File: src/design/ttk_pkg.sv
// ----------------------------------------------------------------------------
// Text-to-keystroke encoder package
// Shared types, key codes and the character-to-key lookup.
// ----------------------------------------------------------------------------
package ttk_pkg;

    localparam int QUEUE_DEPTH_DEF = 4;
    localparam int STEP_W          = 3;

    localparam logic [7:0] USAGE_LSHIFT = 8'd225;
    localparam logic [7:0] USAGE_PERIOD = 8'd55;

    localparam logic [15:0] CHAR_UPPER_A  = 16'h0041;
    localparam logic [15:0] CHAR_UPPER_Z  = 16'h005A;
    localparam logic [15:0] CHAR_LOWER_A  = 16'h0061;
    localparam logic [15:0] CHAR_LOWER_Z  = 16'h007A;
    localparam logic [15:0] CHAR_ONE      = 16'h0031;
    localparam logic [15:0] CHAR_NINE     = 16'h0039;
    localparam logic [15:0] CHAR_CR       = 16'h000D;
    localparam logic [15:0] CHAR_LF       = 16'h000A;
    localparam logic [15:0] CHAR_ELLIPSIS = 16'h2026;
    localparam logic [15:0] CHAR_LDQUOTE  = 16'h201C;
    localparam logic [15:0] CHAR_RDQUOTE  = 16'h201D;
    localparam logic [15:0] CHAR_LSQUOTE  = 16'h2018;
    localparam logic [15:0] CHAR_RSQUOTE  = 16'h2019;
    localparam logic [15:0] CHAR_EN_DASH  = 16'h2013;
    localparam logic [15:0] CHAR_NBSP     = 16'h00A0;

    typedef enum logic [1:0] {
        CMD_KEY,
        CMD_SHIFT_KEY,
        CMD_ELLIPSIS
    } cmd_kind_t;

    typedef struct packed {
        cmd_kind_t  kind;
        logic [7:0] usage;
    } cmd_t;

    typedef struct packed {
        logic       mapped;
        logic       shift;
        logic [7:0] usage;
    } key_entry_t;

    // Maps one code unit to its key; typographic characters fold to ASCII first.
    function automatic key_entry_t lookup_key(input logic [15:0] c);
        key_entry_t  e;
        logic [15:0] f;
        e = '{mapped: 1'b0, shift: 1'b0, usage: 8'd0};
        f = c;
        if (c == CHAR_LDQUOTE || c == CHAR_RDQUOTE) begin
            f = 16'h0022;
        end else if (c == CHAR_LSQUOTE || c == CHAR_RSQUOTE) begin
            f = 16'h0027;
        end else if (c == CHAR_EN_DASH) begin
            f = 16'h002D;
        end else if (c == CHAR_NBSP) begin
            f = 16'h0020;
        end
        if (f >= CHAR_UPPER_A && f <= CHAR_UPPER_Z) begin
            e = '{mapped: 1'b1, shift: 1'b1, usage: 8'(f - CHAR_UPPER_A + 16'd4)};
        end else if (f >= CHAR_LOWER_A && f <= CHAR_LOWER_Z) begin
            e = '{mapped: 1'b1, shift: 1'b0, usage: 8'(f - CHAR_LOWER_A + 16'd4)};
        end else if (f >= CHAR_ONE && f <= CHAR_NINE) begin
            e = '{mapped: 1'b1, shift: 1'b0, usage: 8'(f - CHAR_ONE + 16'd30)};
        end else if (f[15:7] == 9'd0) begin
            unique case (f[6:0])
                7'h08: e = '{1'b1, 1'b0, 8'd42};
                7'h09: e = '{1'b1, 1'b0, 8'd43};
                7'h0A: e = '{1'b1, 1'b0, 8'd40};
                7'h0D: e = '{1'b1, 1'b0, 8'd40};
                7'h20: e = '{1'b1, 1'b0, 8'd44};
                7'h21: e = '{1'b1, 1'b1, 8'd30};
                7'h22: e = '{1'b1, 1'b1, 8'd52};
                7'h23: e = '{1'b1, 1'b1, 8'd32};
                7'h24: e = '{1'b1, 1'b1, 8'd33};
                7'h25: e = '{1'b1, 1'b1, 8'd34};
                7'h26: e = '{1'b1, 1'b1, 8'd36};
                7'h27: e = '{1'b1, 1'b0, 8'd52};
                7'h28: e = '{1'b1, 1'b1, 8'd38};
                7'h29: e = '{1'b1, 1'b1, 8'd39};
                7'h2A: e = '{1'b1, 1'b1, 8'd37};
                7'h2B: e = '{1'b1, 1'b1, 8'd46};
                7'h2C: e = '{1'b1, 1'b0, 8'd54};
                7'h2D: e = '{1'b1, 1'b0, 8'd45};
                7'h2E: e = '{1'b1, 1'b0, 8'd55};
                7'h2F: e = '{1'b1, 1'b0, 8'd56};
                7'h30: e = '{1'b1, 1'b0, 8'd39};
                7'h3A: e = '{1'b1, 1'b1, 8'd51};
                7'h3B: e = '{1'b1, 1'b0, 8'd51};
                7'h3C: e = '{1'b1, 1'b1, 8'd54};
                7'h3D: e = '{1'b1, 1'b0, 8'd46};
                7'h3E: e = '{1'b1, 1'b1, 8'd55};
                7'h3F: e = '{1'b1, 1'b1, 8'd56};
                7'h40: e = '{1'b1, 1'b1, 8'd31};
                7'h5B: e = '{1'b1, 1'b0, 8'd47};
                7'h5C: e = '{1'b1, 1'b0, 8'd49};
                7'h5D: e = '{1'b1, 1'b0, 8'd48};
                7'h5E: e = '{1'b1, 1'b1, 8'd35};
                7'h5F: e = '{1'b1, 1'b1, 8'd45};
                7'h60: e = '{1'b1, 1'b0, 8'd53};
                7'h7B: e = '{1'b1, 1'b1, 8'd47};
                7'h7C: e = '{1'b1, 1'b1, 8'd49};
                7'h7D: e = '{1'b1, 1'b1, 8'd48};
                7'h7E: e = '{1'b1, 1'b1, 8'd53};
                default: e = '{mapped: 1'b0, shift: 1'b0, usage: 8'd0};
            endcase
        end
        return e;
    endfunction

endpackage

File: src/design/text_to_keystroke_encoder.sv
// ----------------------------------------------------------------------------
// Text-to-keystroke encoder
// Turns UTF-16 code units into US-layout USB HID keyboard press/release events.
// ----------------------------------------------------------------------------
// The input channel (in_valid, in_stall, code_unit) takes one code unit per
// transaction. The output channel (out_valid, out_stall, scan_code,
// key_pressed, last_event) gives one key event per transaction; last_event
// marks the final event of a code unit. Units that map to no key give no
// events, and a line feed right after a carriage return is dropped.
// The front end classifies a code unit in the cycle it is accepted and writes
// a command into a small queue; the back end expands commands into events.
// With the back end idle, the command of an accepted unit passes through the
// queue and then the output register. The output register issues one event
// per cycle while the receiver does not stall; a plain key gives two events,
// a shifted key four and the ellipsis six. Unmapped units give no output.
// The sustained rate is therefore set by the event sequencer in the back end.
// The input stalls only while the command queue is full, so the input side
// keeps running while the receiver stalls until the queue fills up; a stalled
// event holds its value on the output ports.
// Reset clears the carriage-return flag, empties the queue and drops any
// event in flight.
// ----------------------------------------------------------------------------
module text_to_keystroke_encoder
    import ttk_pkg::*;
#(
    parameter int QUEUE_DEPTH = QUEUE_DEPTH_DEF
)
(
    input  logic        clk,
    input  logic        rst_n,
    input  logic        in_valid,
    output logic        in_stall,
    input  logic [15:0] code_unit,
    output logic        out_valid,
    input  logic        out_stall,
    output logic [7:0]  scan_code,
    output logic        key_pressed,
    output logic        last_event
);

    logic push;
    cmd_t push_cmd;
    logic queue_full;
    logic pop;
    logic head_valid;
    cmd_t head_cmd;

    // Front end: acceptance, carriage-return tracking and key lookup.
    ttk_front u_front (
        .clk        (clk),
        .rst_n      (rst_n),
        .code_unit  (code_unit),
        .in_valid   (in_valid),
        .queue_full (queue_full),
        .in_stall   (in_stall),
        .push       (push),
        .push_cmd   (push_cmd)
    );

    // Command queue decoupling the two ends.
    ttk_queue #(
        .DEPTH (QUEUE_DEPTH)
    ) u_queue (
        .clk        (clk),
        .rst_n      (rst_n),
        .push       (push),
        .push_cmd   (push_cmd),
        .pop        (pop),
        .full       (queue_full),
        .head_valid (head_valid),
        .head_cmd   (head_cmd)
    );

    // Back end: event sequencing into the output register.
    ttk_back u_back (
        .clk         (clk),
        .rst_n       (rst_n),
        .head_valid  (head_valid),
        .head_cmd    (head_cmd),
        .pop         (pop),
        .out_stall   (out_stall),
        .out_valid   (out_valid),
        .scan_code   (scan_code),
        .key_pressed (key_pressed),
        .last_event  (last_event)
    );

endmodule

File: src/design/ttk_front.sv
// ----------------------------------------------------------------------------
// Text-to-keystroke front end
// Accepts code units, tracks carriage returns and queues key commands.
// ----------------------------------------------------------------------------
module ttk_front
    import ttk_pkg::*;
(
    input  logic        clk,
    input  logic        rst_n,
    input  logic [15:0] code_unit,
    input  logic        in_valid,
    input  logic        queue_full,
    output logic        in_stall,
    output logic        push,
    output cmd_t        push_cmd
);

    logic       after_cr_reg;
    logic       after_cr_next;
    logic       accept;
    key_entry_t entry;

    assign in_stall = queue_full;
    assign accept   = in_valid && !queue_full;
    assign entry    = lookup_key(code_unit);

    always_comb
    begin
        after_cr_next = after_cr_reg;
        push          = 1'b0;
        push_cmd      = '{kind: CMD_KEY, usage: entry.usage};
        if (accept)
        begin
            after_cr_next = (code_unit == CHAR_CR);
            // A line feed that follows a carriage return is swallowed.
            if (code_unit == CHAR_ELLIPSIS)
            begin
                push     = 1'b1;
                push_cmd = '{kind: CMD_ELLIPSIS, usage: USAGE_PERIOD};
            end
            else if (!(code_unit == CHAR_LF && after_cr_reg) && entry.mapped)
            begin
                push     = 1'b1;
                push_cmd = '{kind: entry.shift ? CMD_SHIFT_KEY : CMD_KEY,
                             usage: entry.usage};
            end
        end
    end

    always_ff @(posedge clk or negedge rst_n)
    begin
        if (!rst_n)
        begin
            after_cr_reg <= 1'b0;
        end
        else
        begin
            after_cr_reg <= after_cr_next;
        end
    end

endmodule

File: src/design/ttk_queue.sv
// ----------------------------------------------------------------------------
// Text-to-keystroke command queue
// Small first-in first-out buffer between the front and back ends.
// ----------------------------------------------------------------------------
module ttk_queue
    import ttk_pkg::*;
#(
    parameter int DEPTH = QUEUE_DEPTH_DEF
)
(
    input  logic clk,
    input  logic rst_n,
    input  logic push,
    input  cmd_t push_cmd,
    input  logic pop,
    output logic full,
    output logic head_valid,
    output cmd_t head_cmd
);

    localparam int PTR_W = (DEPTH > 1) ? $clog2(DEPTH) : 1;
    localparam int CNT_W = $clog2(DEPTH + 1);

    cmd_t             mem_reg [DEPTH];
    logic [PTR_W-1:0] wr_ptr_reg, wr_ptr_next;
    logic [PTR_W-1:0] rd_ptr_reg, rd_ptr_next;
    logic [CNT_W-1:0] count_reg, count_next;
    logic             do_push, do_pop;

    assign full       = (count_reg == CNT_W'(DEPTH));
    assign head_valid = (count_reg != '0);
    assign head_cmd   = mem_reg[rd_ptr_reg];
    assign do_push    = push && !full;
    assign do_pop     = pop && head_valid;

    always_comb
    begin
        wr_ptr_next = wr_ptr_reg;
        rd_ptr_next = rd_ptr_reg;
        count_next  = count_reg;
        if (do_push)
        begin
            wr_ptr_next = (wr_ptr_reg == PTR_W'(DEPTH - 1)) ? '0 : wr_ptr_reg + 1'b1;
        end
        if (do_pop)
        begin
            rd_ptr_next = (rd_ptr_reg == PTR_W'(DEPTH - 1)) ? '0 : rd_ptr_reg + 1'b1;
        end
        if (do_push && !do_pop)
        begin
            count_next = count_reg + 1'b1;
        end
        else if (do_pop && !do_push)
        begin
            count_next = count_reg - 1'b1;
        end
    end

    always_ff @(posedge clk or negedge rst_n)
    begin
        if (!rst_n)
        begin
            wr_ptr_reg <= '0;
            rd_ptr_reg <= '0;
            count_reg  <= '0;
        end
        else
        begin
            wr_ptr_reg <= wr_ptr_next;
            rd_ptr_reg <= rd_ptr_next;
            count_reg  <= count_next;
        end
    end

    always_ff @(posedge clk)
    begin
        if (do_push)
        begin
            mem_reg[wr_ptr_reg] <= push_cmd;
        end
    end

endmodule

File: src/design/ttk_back.sv
// ----------------------------------------------------------------------------
// Text-to-keystroke back end
// Expands each queued command into key events, one event per cycle while the output is not stalled.
// ----------------------------------------------------------------------------
module ttk_back
    import ttk_pkg::*;
(
    input  logic       clk,
    input  logic       rst_n,
    input  logic       head_valid,
    input  cmd_t       head_cmd,
    output logic       pop,
    input  logic       out_stall,
    output logic       out_valid,
    output logic [7:0] scan_code,
    output logic       key_pressed,
    output logic       last_event
);

    logic              busy_reg, busy_next;
    cmd_t              cmd_reg, cmd_next;
    logic [STEP_W-1:0] step_reg, step_next;
    logic              out_valid_reg, out_valid_next;
    logic [7:0]        scan_code_reg, scan_code_next;
    logic              key_pressed_reg, key_pressed_next;
    logic              last_event_reg, last_event_next;

    logic              out_free;
    logic              emit;
    cmd_t              src_cmd;
    logic [STEP_W-1:0] src_step;
    logic [7:0]        ev_code;
    logic              ev_pressed;
    logic              ev_last;

    assign out_free = !out_valid_reg || !out_stall;
    assign src_cmd  = busy_reg ? cmd_reg : head_cmd;
    assign src_step = busy_reg ? step_reg : '0;
    assign emit     = out_free && (busy_reg || head_valid);
    assign pop      = out_free && !busy_reg && head_valid;

    // Event for the current command and step.
    always_comb
    begin
        ev_code    = src_cmd.usage;
        ev_pressed = 1'b0;
        ev_last    = 1'b0;
        unique case (src_cmd.kind)
            CMD_KEY:
            begin
                ev_pressed = (src_step == STEP_W'(0));
                ev_last    = (src_step == STEP_W'(1));
            end
            CMD_SHIFT_KEY:
            begin
                ev_code    = (src_step == STEP_W'(0) || src_step == STEP_W'(3)) ?
                             USAGE_LSHIFT : src_cmd.usage;
                ev_pressed = (src_step == STEP_W'(0) || src_step == STEP_W'(1));
                ev_last    = (src_step == STEP_W'(3));
            end
            CMD_ELLIPSIS:
            begin
                ev_code    = USAGE_PERIOD;
                ev_pressed = !src_step[0];
                ev_last    = (src_step == STEP_W'(5));
            end
            default:
            begin
                ev_last = 1'b1;
            end
        endcase
    end

    always_comb
    begin
        busy_next        = busy_reg;
        cmd_next         = cmd_reg;
        step_next        = step_reg;
        out_valid_next   = out_valid_reg;
        scan_code_next   = scan_code_reg;
        key_pressed_next = key_pressed_reg;
        last_event_next  = last_event_reg;
        if (emit)
        begin
            out_valid_next   = 1'b1;
            scan_code_next   = ev_code;
            key_pressed_next = ev_pressed;
            last_event_next  = ev_last;
            busy_next        = !ev_last;
            cmd_next         = src_cmd;
            step_next        = src_step + 1'b1;
        end
        else if (out_free)
        begin
            out_valid_next = 1'b0;
        end
    end

    always_ff @(posedge clk or negedge rst_n)
    begin
        if (!rst_n)
        begin
            busy_reg      <= 1'b0;
            step_reg      <= '0;
            out_valid_reg <= 1'b0;
        end
        else
        begin
            busy_reg      <= busy_next;
            step_reg      <= step_next;
            out_valid_reg <= out_valid_next;
        end
    end

    always_ff @(posedge clk)
    begin
        cmd_reg         <= cmd_next;
        scan_code_reg   <= scan_code_next;
        key_pressed_reg <= key_pressed_next;
        last_event_reg  <= last_event_next;
    end

    assign out_valid   = out_valid_reg;
    assign scan_code   = scan_code_reg;
    assign key_pressed = key_pressed_reg;
    assign last_event  = last_event_reg;

endmodule

File: config.mk
export PLATFORM = sky130hd
export DESIGN_NAME = text_to_keystroke_encoder
export DESIGN_NICKNAME = d
export VERILOG_FILES = /design/src/design/ttk_pkg.sv /design/src/design/text_to_keystroke_encoder.sv /design/src/design/ttk_front.sv /design/src/design/ttk_queue.sv /design/src/design/ttk_back.sv
export SDC_FILE = /design/constraint.sdc
export NUM_CORES = 1
export LEC_CHECK = 0
export ABC_CLOCK_PERIOD_IN_PS = 2800
export BUFFER_PORTS_ARGS = -buffer_cell sky130_fd_sc_hd__buf_2
export CORE_AREA = 2 2 108 110
export CTS_CLUSTER_DIAMETER = 80
export CTS_CLUSTER_SIZE = 14
export DETAILED_ROUTE_END_ITERATION = 7
export DIE_AREA = 0 0 110 112
export PLACE_DENSITY = 0.69
export SYNTH_ARGS = -nofsm -noshare
export SYNTH_HDL_FRONTEND = slang
export SYNTH_SLANG_ARGS = --single-unit
File: constraint.sdc
create_clock -name clk -period 2.8 [get_ports clk]
set_clock_uncertainty 0.1 [all_clocks]
set_input_delay 0.28 -clock clk [delete_from_list [all_inputs] [get_ports clk]]
set_output_delay 0.28 -clock clk [all_outputs]
set_load 0.01 [all_outputs]
==> impl_metrics.tcl, run 1 <==
set metrics [dict create \
    status "complete, but fails checks" \
    violations "setup timing" \
    synth-seq-cells 73 \
    synth-edff-count 60 \
    fin_tns_setup_ns -53.01 \
    drtPass1Iterations 5 \
    critPathArrivalTime_ns 3.87 \
    power.density_nw_per_um2 627.5 \
    finalHoldViolCount 0 \
    pin_count 32 \
    antenna_found_initial 0 \
    finalWorstSetupSlack_ns -0.9614 \
    async_flop_share_pct 17.81 \
    avgRoutedWirePerCell_um 18.72 \
    start_util_pct 43.23 \
    setup_viol 73 \
    leakagePower_nw 2.844 \
    clock.fmax_mhz 265.9 \
    cts.sinks 73 \
    cts.htree.levels 3 \
    cts_made_buffers 9 \
    cp-start-kind "input port" \
    ant_nets 0 \
    drcViolationCount 0 \
    vias_per_cell 5.781 \
    relSlewSlack_pct 43.03 \
    tightest_slew_ns 0.8536 \
    gr-usage-all-layers_pct 23.86 \
    ys_seq_area_share_pct 44.03 \
    seq_area_sq_um 2128 \
    hold_path_class "input port to flip-flop" \
    largest_reg_flops 40 \
    clock_latency_ns 0.33 \
    die_x_um 110 \
    drv_slew 0 \
    drt-initial-drc-count 347 \
    worst_setup_path_end_kind "flip-flop" \
    fp.dieH_um 112 \
    num-fill-cells 828 \
    cts_tree "done" \
    syn_inst 463 \
    netlist_area_sq_um 4831 \
    worstSetupPathType "input port to flip-flop" \
    path_max_fanout 4 \
    design_area_sq_um 7015 \
    port_buffers 31 \
    cp_data_required_time_ns 2.91 \
    ir_drop_mv 0.5960 \
    multi_input_area_sq_um 2933 \
    cap_viol_max_count 0 \
    timing.hold.ws_ns 0.1035 \
    core_sq_um 11170 \
    hpwl_um 10220 \
    clkTransAtPathRegs_ns 0.05 \
    vias 4538 \
    routed_wl_um 14700 \
    gp_congestion 0.9804 \
    yosysWarnings 0 \
    grt_pass1_wl_um 22470 \
    synth_cell_type_count 74 \
    dp_cells 733 \
    layout.nets 684 \
    area_growth_pct 45.22 \
    instances_no_fill 785 \
    clockBufferDepth 2 \
    num_rows 39 \
    min_period_ns 3.761 \
    die_area_sq_um 12320 \
    drive_gt1_share_pct 45.95 \
    grt_max_degree 25 \
    syn_avg_cell_area_sq_um 10.43 \
    synth-main-ff-cell "edfxtp_1" \
    placed_cell_area_sq_um 6033 \
    grt_pass1_vias 4472 \
    rsz0062_at_grt "true" \
    cts-root-buf "clkbuf_16" \
    period_share_pct 134.3 \
    gr-total-overflow 0 \
    diodes 0 \
    finalPower_mw 4.402 \
]
cell usage after synthesis (all sizes together) (3+ instances only):
library cell   n  area share, %
edfxtp        60             37
nand2         39            3.0
a21oi         34            3.6
nor2          34            2.7
o21ai         34            3.5
ha            26            6.7
inv           24            1.9
clkbuf        20            1.6
nand3         17            1.9
dfrtp         13            6.7
mux2          13            3.0
mux4          10            4.7
nor4           9            1.6
buf            8            1.1
mux2i          8            1.7
nor2b          8            1.0
nor3           7           0.73
o22ai          7            1.3
a31oi          6           0.78
a21o           5           0.78
nand3b         5           0.78
nand4          5           0.65
o22a           5           0.91
a211oi         4           0.62
nand2b         4           0.52
o211ai         4           0.62
or4            4           0.78
a2111oi        3           0.93
a211o          3           0.54
and3           3           0.49
or4bb          3           0.70
power breakdown:
part | switching (mW) | total, mW | internal [mW]
logic | 0.963 | 1.74 | 0.775
registers | 0.138 | 1.65 | 1.52
clock network | 0.386 | 1.01 | 0.623
total | 1.49 | 4.40 | 2.91
layer usage:
layer,GRT usage (%),vias to the layer above,part of all wire [%]
li1,-,2104,-
met5,0,-,0
met4,12.74,0,5.1
met3,3.044,60,5.1
met1,27.22,2195,38
met2,42.41,179,52
path summary, 6_finish.rpt:
check,start,end,slack [ns],depth (start not counted)
worst min register to register,u_queue.count_reg[2],u_queue.count_reg[2],0.38,1
worst max-delay path,code_unit[10],u_queue.count_reg[1],-0.96,18
worst max register to register,u_queue.rd_ptr_reg[0],u_back.scan_code[0],0.23,7
worst min-delay path,out_stall,u_back.busy_reg,0.10,3
min in group asynchronous,rst_n,u_back.step_reg[2],0.29,2
max in group asynchronous,rst_n,u_queue.rd_ptr_reg[0],2.04,2
cells by family after synthesis:
family | after synthesis | share of synthesized area (%)
other cells | 1 | 0.07763
fa+ha+maj | 27 | 7.148
xor+xnor | 4 | 0.7253
simple gates | 149 | 16.63
buf+inv | 52 | 4.506
mux | 31 | 9.350
flops | 73 | 44.03
compound gates | 126 | 17.54
per-stage QoR:
stage               setup WS [ns]  utilization, %
detailed placement         -1.416           53.99
global placement           -1.328           53.99
CTS                       -0.8491           60.99
global route               -1.143           62.78
finish                    -0.9614           62.78
floorplan                  -1.367               -
worst max-delay path: stages:
cell	delay, ns
buf_6	0.09
or4_4	0.53
or4_4	0.49
o21ai_4	0.23
inv_2	0.09
ha_4	0.18
ha_4	0.17
o21ai_1	0.09
o211ai_1	0.13
o21ai_1	0.16
nand2_1	0.10
o21ai_2	0.17
a31o_2	0.20
inv_2	0.04
ha_4	0.15
inv_2	0.05
fa_2	0.43
mux2_2	0.28
layout by cell type (no fill, tap or decap), types with 5 or more instances in the layout:
| cell | netlist | layout |
|---|---|---|
| buf_4 | 1 | 126 |
| edfxtp_1 | 60 | 60 |
| nand2_1 | 39 | 37 |
| nor2_1 | 33 | 30 |
| buf_2 | 3 | 30 |
| o21ai_0 | 33 | 26 |
| buf_6 | 2 | 25 |
| a21oi_1 | 33 | 22 |
| inv_1 | 23 | 17 |
| nand3_1 | 16 | 16 |
| ha_1 | 26 | 16 |
| dfrtp_1 | 13 | 12 |
| mux2_2 | 13 | 11 |
| mux4_2 | 10 | 10 |
| a21oi_2 | 1 | 10 |
| ha_4 | 0 | 9 |
| clkbuf_16 | 0 | 9 |
| mux2i_1 | 8 | 8 |
| conb_1 | 1 | 8 |
| nor3_1 | 7 | 6 |
| nand3b_1 | 5 | 5 |
| inv_2 | 1 | 5 |
| o22a_1 | 5 | 5 |
| a21o_1 | 5 | 5 |
| nand4_1 | 5 | 5 |
| o21ai_2 | 0 | 5 |
| a31oi_1 | 6 | 5 |
| clkbuf_1 | 20 | 5 |
area by class of cell:
type / count / area share (%)
tap: 143 / 2.550
multi-input combinational: 345 / 41.80
clock inverter: 1 / 0.07134
clock buffer: 15 / 3.674
timing repair buffer: 184 / 20.21
inverter: 24 / 1.355
sequential: 73 / 30.34
timing repair:
action / 4_1_cts / 5_1_grt
endpoints found under the hold margin: 13 / 0
resized for setup: 81 / 31
hold buffers: 1 / 0
gates cloned: 4 / 0
pin swaps: 37 / 26
setup buffers: 27 / 15
endpoints found under the setup margin: 73 / 77
Power figures use the tool's default switching activity.
==> inputs of run 2 (changes only) <==
ABC_AREA = 1   (was default)
CORE_AREA = 2 2 109 111   (was 2 2 108 110)
DIE_AREA = 0 0 111 113   (was 0 0 110 112)
PLACE_DENSITY = 0.68   (was 0.69)
SLEW_MARGIN = 10   (was default)
==> run 2 against run 1 <==
- the run still ends with setup timing left
- first-iteration DRC count up 17%
- clock power grew 19%
- non-clock buffer count decreased by 11
- register-to-register slack worse by 0.03 ns
- worst hold slack gained 0.012 ns
- die area is 1.8% higher
- critical path type unchanged
- critical endpoint unchanged
- largest power group unchanged
==> impl_metrics.tcl, run 2 <==
set metrics [dict create \
    status "complete, but fails checks" \
    violations "setup timing" \
    finalWorstSetupSlack_ns -0.2610 \
    instances_no_fill 927 \
    vias 4818 \
    syn_avg_cell_area_sq_um 8.122 \
    cts_made_buffers 9 \
    final_common_cell "nand2_1" \
    clkTransAtPathRegs_ns 0.06 \
    syn_inst 602 \
    drive_gt1_share_pct 37.88 \
    grt_pass1_vias 4915 \
    synth_top_area_share_pct 36.85 \
    drv_slew 0 \
    cp-start-kind "input port" \
    drcViolationCount 0 \
    num_rows 39 \
    path_max_fanout 5 \
    cp_data_required_time_ns 2.91 \
    netlist_area_sq_um 4890 \
    gp_congestion 0.9752 \
    worstSetupPathType "input port to flip-flop" \
    ys_top_cells_by_count "nand2_1, nor2_1, edfxtp_1" \
    fp.dieH_um 113 \
    largest_reg_flops 40 \
    hpwl_um 10350 \
    cts.sinks 73 \
    die_area_sq_um 12540 \
    area_growth_pct 45.01 \
    cp_slowest_stage_delay_ns 0.42 \
    critPathArrivalTime_ns 3.17 \
    drt-initial-drc-count 405 \
    gr-total-overflow 0 \
    avgRoutedWirePerCell_um 15.82 \
    pin_count 32 \
    synth-main-ff-cell "edfxtp_1" \
    clock.fmax_mhz 326.7 \
    tightest_slew_ns 0.4904 \
    finalHoldViolCount 0 \
    synth_cell_type_count 39 \
    gr-usage-all-layers_pct 23.03 \
    cts-root-buf "clkbuf_16" \
    synth-seq-cells 73 \
    cpMostUsedCell "nand2_2" \
    grt_pass1_wl_um 23310 \
    place_ws_ns -0.7718 \
    drtPass1Iterations 5 \
    ant_nets 0 \
    ir_drop_mv 0.8655 \
    leakagePower_nw 3.273 \
    cts_tree "done" \
    hold_path_class "input port to flip-flop" \
    power.density_nw_per_um2 668.7 \
    min_period_ns 3.061 \
    async_flop_share_pct 17.81 \
    relSlewSlack_pct 66.96 \
    clockBufferDepth 2 \
    layout.nets 826 \
    grt_max_degree 21 \
    die_x_um 111 \
    cts.htree.levels 3 \
    period_share_pct 109.3 \
    worst_setup_path_end_kind "flip-flop" \
    clock_latency_ns 0.33 \
    cp_slowest_cell "fa_2" \
    synth-edff-count 60 \
    core_sq_um 11270 \
    antenna_found_initial 0 \
    start_util_pct 43.38 \
    diodes 0 \
    routed_wl_um 14660 \
    ys_seq_area_share_pct 43.50 \
    setup_viol 42 \
    dp_cells 884 \
    synth_area_leader_cell "edfxtp_1" \
    rsz0062_at_grt "true" \
    cap_viol_max_count 0 \
    yosysWarnings 0 \
    mostFrequentLayoutCells "nand2_1, buf_4, nor2_1, edfxtp_1, inv_1" \
    synth_area_leaders "edfxtp_1, nand2_1, dfrtp_1" \
    synth_most_common_cell "nand2_1" \
    port_buffers 31 \
    vias_per_cell 5.197 \
]
-- run 2: cell types whose count changed in the layout (fill, tap and decap cells not counted), moves of 14 or more --
cell	delta
nor2_1	+35
nand3_1	+14
nor2_4	+16
inv_1	+32
nand2_2	+14
nand2_1	+102
-- run 2: path summary, 6_finish.rpt --
| kind | to | cells past startpoint | from | slack [ns] |
|---|---|---|---|---|
| max in group asynchronous | u_queue.rd_ptr_reg[1] | 2 | rst_n | 2.10 |
| worst min register to register | u_front.after_cr_reg | 2 | u_front.after_cr_reg | 0.39 |
| worst max register to register | u_queue.count_reg[1] | 11 | u_queue.count_reg[0] | 0.20 |
| worst min-delay path | u_back.out_valid | 3 | out_stall | 0.12 |
| worst max-delay path | u_queue.count_reg[1] | 26 | code_unit[4] | -0.26 |
| min in group asynchronous | u_back.out_valid | 2 | rst_n | 0.27 |
-- run 2: logic make-up (layout without fill, tap and decap cells) --
| family | Yosys count | in the layout | synth area share (%) |
|---|---|---|---|
| simple gates | 318 | 318 | 29.35 |
| xor+xnor | 7 | 7 | 1.254 |
| fa+ha+maj | 27 | 27 | 7.062 |
| other cells | 1 | 8 | 0.07669 |
| compound gates | 93 | 93 | 11.72 |
| flops | 73 | 73 | 43.50 |
| buf+inv | 82 | 257 | 6.807 |
| mux | 1 | 1 | 0.2303 |
-- run 2: timing repair --
action | in CTS | in global routing
setup buffers | 16 | 6
gates resized for setup | 55 | 66
endpoints found under the setup margin | 42 | 65
endpoints found under the hold margin | 13 | 0
pin swaps | 35 | 19
hold buffers | 1 | 0
cloned | 0 | 4
-- run 2: final cells by class --
class	instances	area [sq um]
Inverter	68	287.8
Fill cell	901	4182
Sequential cell	73	2127
Clock buffer	10	229.0
Multi-Input combinational cell	454	2833
Timing Repair Buffer	173	1345
Tap cell	143	178.9
Clock inverter	6	90.09
-- run 2: worst max-delay path: cells and delay by family --
family / cells / cell delay, ns
buffers and inverters: 5 / 0.31
adders and majority gates: 4 / 0.91
AOI/OAI and AO/OA: 2 / 0.19
and+or+nand+nor: 14 / 1.18
muxes: 1 / 0.27
-- run 2: per-layer routing --
layer / vias up / GRT usage [%] / wire (um)
met1: 2270 / 26.89 / 5884
met4: 0 / 10.00 / 533
met5: - / 0 / 0
li1: 2368 / - / -
met3: 36 / 3.160 / 578
met2: 144 / 42.41 / 7664
-- run 2: power breakdown --
| group | leakage (nW) | internal, mW | total (mW) | switching [mW] |
|---|---|---|---|---|
| registers | 0.709 | 1.53 | 1.63 | 0.105 |
| clock network | 0.153 | 0.782 | 1.20 | 0.421 |
| logic | 2.41 | 0.723 | 1.91 | 1.18 |
| total | 3.27 | 3.03 | 4.74 | 1.71 |
-- run 2: per-stage QoR --
step                      hold WS, ns  instance area, sq um  utilization [%]  power (mW)  TNS [ns]
after detailed placement      0.08074                  6141            54.48       3.420    -25.95
after global placement        0.07693                  6141            54.48       3.343    -23.40
after global routing           0.1237                  7091            62.90       5.066    -7.837
final                          0.1157                  7091            62.90       4.741    -2.813
after floorplan               -0.1156                  5024                -       2.814    -14.37
after CTS                      0.1081                  6805            60.37       4.707   -0.4304
